`src/sv/vcf_pkg.sv`:
```
// Package: shared constants and types of the voxel clearance filter.
package vcf_pkg;
   localparam int GRID_X     = 64;
   localparam int GRID_Y     = 32;
   localparam int GRID_Z     = 64;
   localparam int MAX_RADIUS = 7;
   localparam int MAX_HEIGHT = 31;

   localparam int XW      = $clog2(GRID_X);
   localparam int YW      = $clog2(GRID_Y);
   localparam int ZW      = $clog2(GRID_Z);
   localparam int ROWS    = GRID_Y * GRID_Z;
   localparam int AW      = $clog2(ROWS);
   localparam int SPAN    = 2 * MAX_RADIUS + 1;
   localparam int CNT_W   = $clog2(GRID_X + 1);
   localparam int HIT_W   = 13;
   localparam int LIMIT_W = 17;
   localparam int DZ_W    = 4;

   localparam logic OP_WRITE = 1'b0;
   localparam logic OP_QUERY = 1'b1;

   localparam logic [1:0] REG_CLIMB_MIN  = 2'd0;
   localparam logic [1:0] REG_HEIGHT_MAX = 2'd1;
   localparam logic [1:0] REG_RADIUS     = 2'd2;
   localparam logic [1:0] REG_DISK_LIMIT = 2'd3;

   typedef struct packed {
      logic [XW-1:0]   px;
      logic [SPAN-1:0] dx_mask;
   } lane_ctl_type;
endpackage

```
`src/sv/vcf_lane_count.sv`:
```
// Masked population count of one occupancy row around the query column.
module vcf_lane_count import vcf_pkg::*; (
   input  logic [GRID_X-1:0] row,
   input  lane_ctl_type      ctl,
   output logic [CNT_W-1:0]  count
);
   localparam int WW = GRID_X + SPAN;
   logic [WW-1:0]     win;
   logic [GRID_X-1:0] hits;

   // Bit x+MAX_RADIUS of win selects dx = x - px.
   assign win  = {{GRID_X{1'b0}}, ctl.dx_mask} << ctl.px;
   assign hits = row & win[MAX_RADIUS +: GRID_X];

   always_comb begin
      count = '0;
      for (int i = 0; i < GRID_X; i++) count = count + CNT_W'(hits[i]);
   end
endmodule

```
`config.mk`:
```
export PLATFORM = sky130hd
export DESIGN_NAME = vcf_lane_count
export DESIGN_NICKNAME = d
export VERILOG_FILES = /design/src/sv/vcf_pkg.sv /design/src/sv/vcf_lane_count.sv
export SDC_FILE = /design/constraint.sdc
export NUM_CORES = 1
export LEC_CHECK = 0
export BUFFER_PORTS_ARGS = -buffer_cell sky130_fd_sc_hd__buf_2
export CAP_MARGIN = 15
export CORE_MARGIN = 3
export CORE_UTILIZATION = 51
export DETAILED_ROUTE_END_ITERATION = 16
export PLACE_DENSITY = 0.81
export SLEW_MARGIN = 25
export SYNTH_ARGS = -nofsm -noshare
export SYNTH_HDL_FRONTEND = slang
export SYNTH_SLANG_ARGS = --single-unit
```
`constraint.sdc`:
```
create_clock -name vclk -period 7.2
set_input_delay 0 -clock vclk [all_inputs]
set_output_delay 0 -clock vclk [all_outputs]
set_load 0.1 [all_outputs]
```
# == Yosys cells after proc, flatten, opt, wreduce, memory -nomap -nowiden ==
# Index checks and enable logic that the tools add are counted.
# word_totals
register_bits,0
output_inout_bits,7
elab_cells,65
# op_classes
add_sub_neg,63
shift,1
bitwise_logic,1
# ops
op,n
adder 7 x 1 -> 7 bit,57
left shift 15 x 6 -> 71 bit,1
bitwise AND 64 bit,1
adder 6 x 1 -> 7 bit,1
adder 5 x 1 -> 6 bit,1
adder 4 x 1 -> 5 bit,1
adder 3 x 1 -> 4 bit,1
adder 2 x 1 -> 3 bit,1
adder 1 x 1 -> 2 bit,1

# == Longest topological paths before layout ==
# depth
word_depth,65
mapped_depth,25

# == Worst setup path after synthesis ==
# No wires, ideal clock.
# synth_timing
path_type,input-to-output
start,input port ctl[15] in the netlist's numbering
end,output port count[5]
arrival_ns,8.599
required_time_ns,7.200
slack_ns,-1.399
cell_stages,23
n_path_buf,1
cell_sequence,buf_6 mux4_2 mux4_2 and3_1 a31oi_1 fa_1 inv_1 fa_1 fa_1 inv_1 fa_1 inv_1 fa_1 fa_1 fa_1 inv_1 fa_1 inv_1 ha_1 a21o_1 a21oi_1 nor2_1 a211oi_1
# synth_via
elab_chain_cells,65
# synth_rtl
item,line_no,rtl
from (decl),vcf_lane_count.sv:4,"input lane_ctl_type ctl,"
left shift 15 x 6 -> 71 bit *,vcf_lane_count.sv:12,"assign win = {{GRID_X{1'b0}}, ctl.dx_mask} << ctl.px;"
bitwise AND 64 bit *,vcf_lane_count.sv:13,assign hits = row & win[MAX_RADIUS +: GRID_X];
adder 1 x 1 -> 2 bit,vcf_lane_count.sv:17,for (int i = 0; i < GRID_X; i++) count = count + CNT_W'(hits[i]);
adder 2 x 1 -> 3 bit,vcf_lane_count.sv:17,
adder 3 x 1 -> 4 bit,vcf_lane_count.sv:17,
adder 4 x 1 -> 5 bit,vcf_lane_count.sv:17,
adder 5 x 1 -> 6 bit,vcf_lane_count.sv:17,
adder 6 x 1 -> 7 bit,vcf_lane_count.sv:17,
adder 7 x 1 -> 7 bit (56 in series),vcf_lane_count.sv:17,
adder 7 x 1 -> 7 bit *,vcf_lane_count.sv:17,
to (decl),vcf_lane_count.sv:5,output logic [CNT_W-1:0] count
# Every way passes the cells marked *; elsewhere a longest branch is shown, timed or not.

# == Final worst setup path ==
# layout_timing
start,input port ctl[16] in the netlist's numbering
end,output port count[4]
# Same word-level chain as after synthesis.

==> impl_metrics.env <==
export IMPL_status="finished, final reports clean"
export IMPL_yosysMostFrequentCell="fa_1"
export IMPL_yosysUniqueCellTypes=55
export IMPL_grt_first_pass_wirelength_um=19750
export IMPL_crit_path_max_fanout=7
export IMPL_crit_top_cell="fa_1"
export IMPL_nFillCells=478
export IMPL_placed_cells=595
export IMPL_core_sq_mm=0.006495
export IMPL_grt_busiest_layer="met2"
export IMPL_globalRouteOverflowTotal=0
export IMPL_critPathLaunchType="input pin"
export IMPL_grt_max_degree=21
export IMPL_rows=29
export IMPL_syn_to_final_growth_pct=32.74
export IMPL_yosysWarnings=0
export IMPL_vias=3798
export IMPL_portBuffers=92
export IMPL_start_util_pct=53.90
export IMPL_met3_usage_pct=7.356
export IMPL_grt_pass1_vias=4013
export IMPL_max_cap_viol_count=0
export IMPL_place_gp_congestion=0.9948
export IMPL_fin_crit_ps=7052
export IMPL_grt_use_total_pct=33.03
export IMPL_grt_use_met2_pct=52.16
export IMPL_die_area_sq_mm=0.007894
export IMPL_maxSlewViolCount=0
export IMPL_hold_end="count[0]"
export IMPL_clockBufferCount=0
export IMPL_setup_viol=0
export IMPL_antenna_found_initial=0
export IMPL_pin_count=92
export IMPL_synth_commonest_cells="fa_1 (54), inv_1 (49), nand2_1 (41)"
export IMPL_design_area_sq_mm=0.004647
export IMPL_die_x_um=88.85
export IMPL_seq_power_share_pct=0
export IMPL_place_area_sq_mm=0.004413
export IMPL_postCtsHoldBufs=0
export IMPL_netlist_top_cells_area="fa_1 (31%), mux4_2 (6.4%), mux2i_1 (5.4%)"
export IMPL_cp_end_kind="output pin"
export IMPL_min_from="row[2]"
export IMPL_intPower_mw=0.4733
export IMPL_nNetsFinal=676
export IMPL_wl_um=12790
export IMPL_synth_top_area_share_pct=30.88
export IMPL_critical_path_arrival_ps=7050
export IMPL_die_y_um=88.85
export IMPL_final_cells=597
export IMPL_ant_nets=0
export IMPL_clock_fmax_mhz=141.8
export IMPL_regArea_sq_um=0
export IMPL_hold_class="in2out"
export IMPL_ir_drop_uv=466.3
export IMPL_drtIter0Drc=400
export IMPL_final_layout_size_suffix_gt1_share_pct=39.81
export IMPL_dp_hpwl_um=10570
export IMPL_cpPeakStageDelay_ps=580
export IMPL_antenna_cells=0
export IMPL_synth_cells=402
export IMPL_cp_cell_sequence="buf_4 > buf_12 > mux4_2 > mux2i_1 > buf_4 > a211o_1 > a21oi_2 > fa_1 > fa_2 > fa_1 > inv_1 > fa_1 > inv_1 > fa_2 > fa_2 > fa_1 > fa_1 > ha_2 > fa_2 > a21o_1 > a21oi_2 > buf_4 > xnor2_2 > buf_12"
export IMPL_firstDrtPassIters=5
export IMPL_hold_depth=5
export IMPL_netSwitchingPower_mw=0.8399
export IMPL_crit_type="in2out"
export IMPL_seq_cell_count=0
export IMPL_maxSlewHeadroom_pct=47.44
export IMPL_multi_input_comb_area_sq_mm=0.003373
export IMPL_worstMarginPinSlew_ps=768.5
export IMPL_p_clk_share_pct=0
export IMPL_avgSynthCellArea_sq_um=8.709
export IMPL_use_met1_pct=44.33
export IMPL_drc_errors=0
export IMPL_drt_vias_per_instance=6.362
export IMPL_yosysTopAreaCell="fa_1"
export IMPL_cp_data_required_time_ps=7200
export IMPL_finalCritPeriodShare_pct=97.94
export IMPL_synth_cell_area_sq_mm=0.003501
export IMPL_p_leak_nw=2.276
export IMPL_seq_area_frac_synth_pct=0
export IMPL_power_frac_comb_pct=100.0
export IMPL_swShare_pct=63.96
export IMPL_wl_per_cell_um=21.43
export IMPL_syn_nets=556
export IMPL_worst_path_max_delay_cell="fa_2"
export IMPL_power_density_mw_per_mm2=282.6
export IMPL_hold_viol=0
logic make-up after synthesis:
| group | after synthesis | synth area share, % |
|---|---|---|
| XOR/XNOR | 3 | 0.7507 |
| multiplexers | 42 | 18.19 |
| buffers and inverters | 77 | 9.149 |
| adder cells (fa/ha/maj) | 69 | 36.24 |
| AO/OA/AOI/OAI | 90 | 17.91 |
| AND/OR/NAND/NOR | 121 | 17.76 |
timing repair:
item                       CTS  global route
pin swaps                    8            27
resized for setup           14            46
hold endpoints to repair     0             0
setup endpoints to repair    4             5
setup buffers                1             2
worst max path at each step:
| stage | startpoint | endpoint | slack (ps) | cells after the start |
|---|---|---|---|---|
| detailed placement | ctl[15] | count[6] | -310 | 24 |
| floorplan | ctl[15] | count[5] | -500 | 23 |
| CTS | ctl[15] | count[6] | 10 | 24 |
| global route | ctl[16] | count[5] | -50 | 25 |
| finish | ctl[16] | count[4] | 150 | 24 |
| global placement | ctl[15] | count[6] | -120 | 24 |
layer usage:
layer | vias up | part of all wire (%)
met4 | 0 | 3.7
met2 | 307 | 47
met3 | 52 | 13
met1 | 1770 | 37
met5 | - | 0
li1 | 1669 | -
through the flow:
stage               total power [mW]  setup slack, ps  hold WS, ps  util, %  TNS, ps
finish                         1.313            148.1        751.1    71.55        0
global route                   1.396           -50.97        796.2    71.55   -115.4
CTS                            1.278            10.58        772.3    68.93        0
floorplan                     0.8771           -502.5        711.0        -    -1420
detailed placement             1.268           -305.4        767.0    67.94   -850.2
global placement               1.228           -119.3        763.7    67.94   -156.0
critical path: cells and delay by family:
kind	cells	cell delay (ps)
fa+ha+maj	10	4600
compound gates	4	640
buf+inv	7	910
xor+xnor	1	120
mux	2	780
layout make-up:
type,count,area share [%]
Inverter,52,4.200
Timing Repair Buffer,143,21.14
Tap cell,77,2.073
Multi-Input combinational cell,325,72.59
power groups by stage:
stage | registers [mW] | clock network, mW | logic, mW
6_report | 0 | 0 | 1.31
4_1_cts | 0 | 0 | 1.28
3_5_place_dp | 0 | 0 | 1.27
2_1_floorplan | 0 | 0 | 0.877
3_3_place_gp | 0 | 0 | 1.23
5_1_grt | 0 | 0 | 1.40
cells in the final DEF, fill, tap and decap left out, drive strengths merged, types with 10 or more instances in the layout:
cell	n
inv	50
mux4	15
mux2i	19
and3	10
buf	143
fa	54
nor2	16
nand2	41
ha	15
nand3	14
a21oi	26
(Power assumes the default switching activity.)
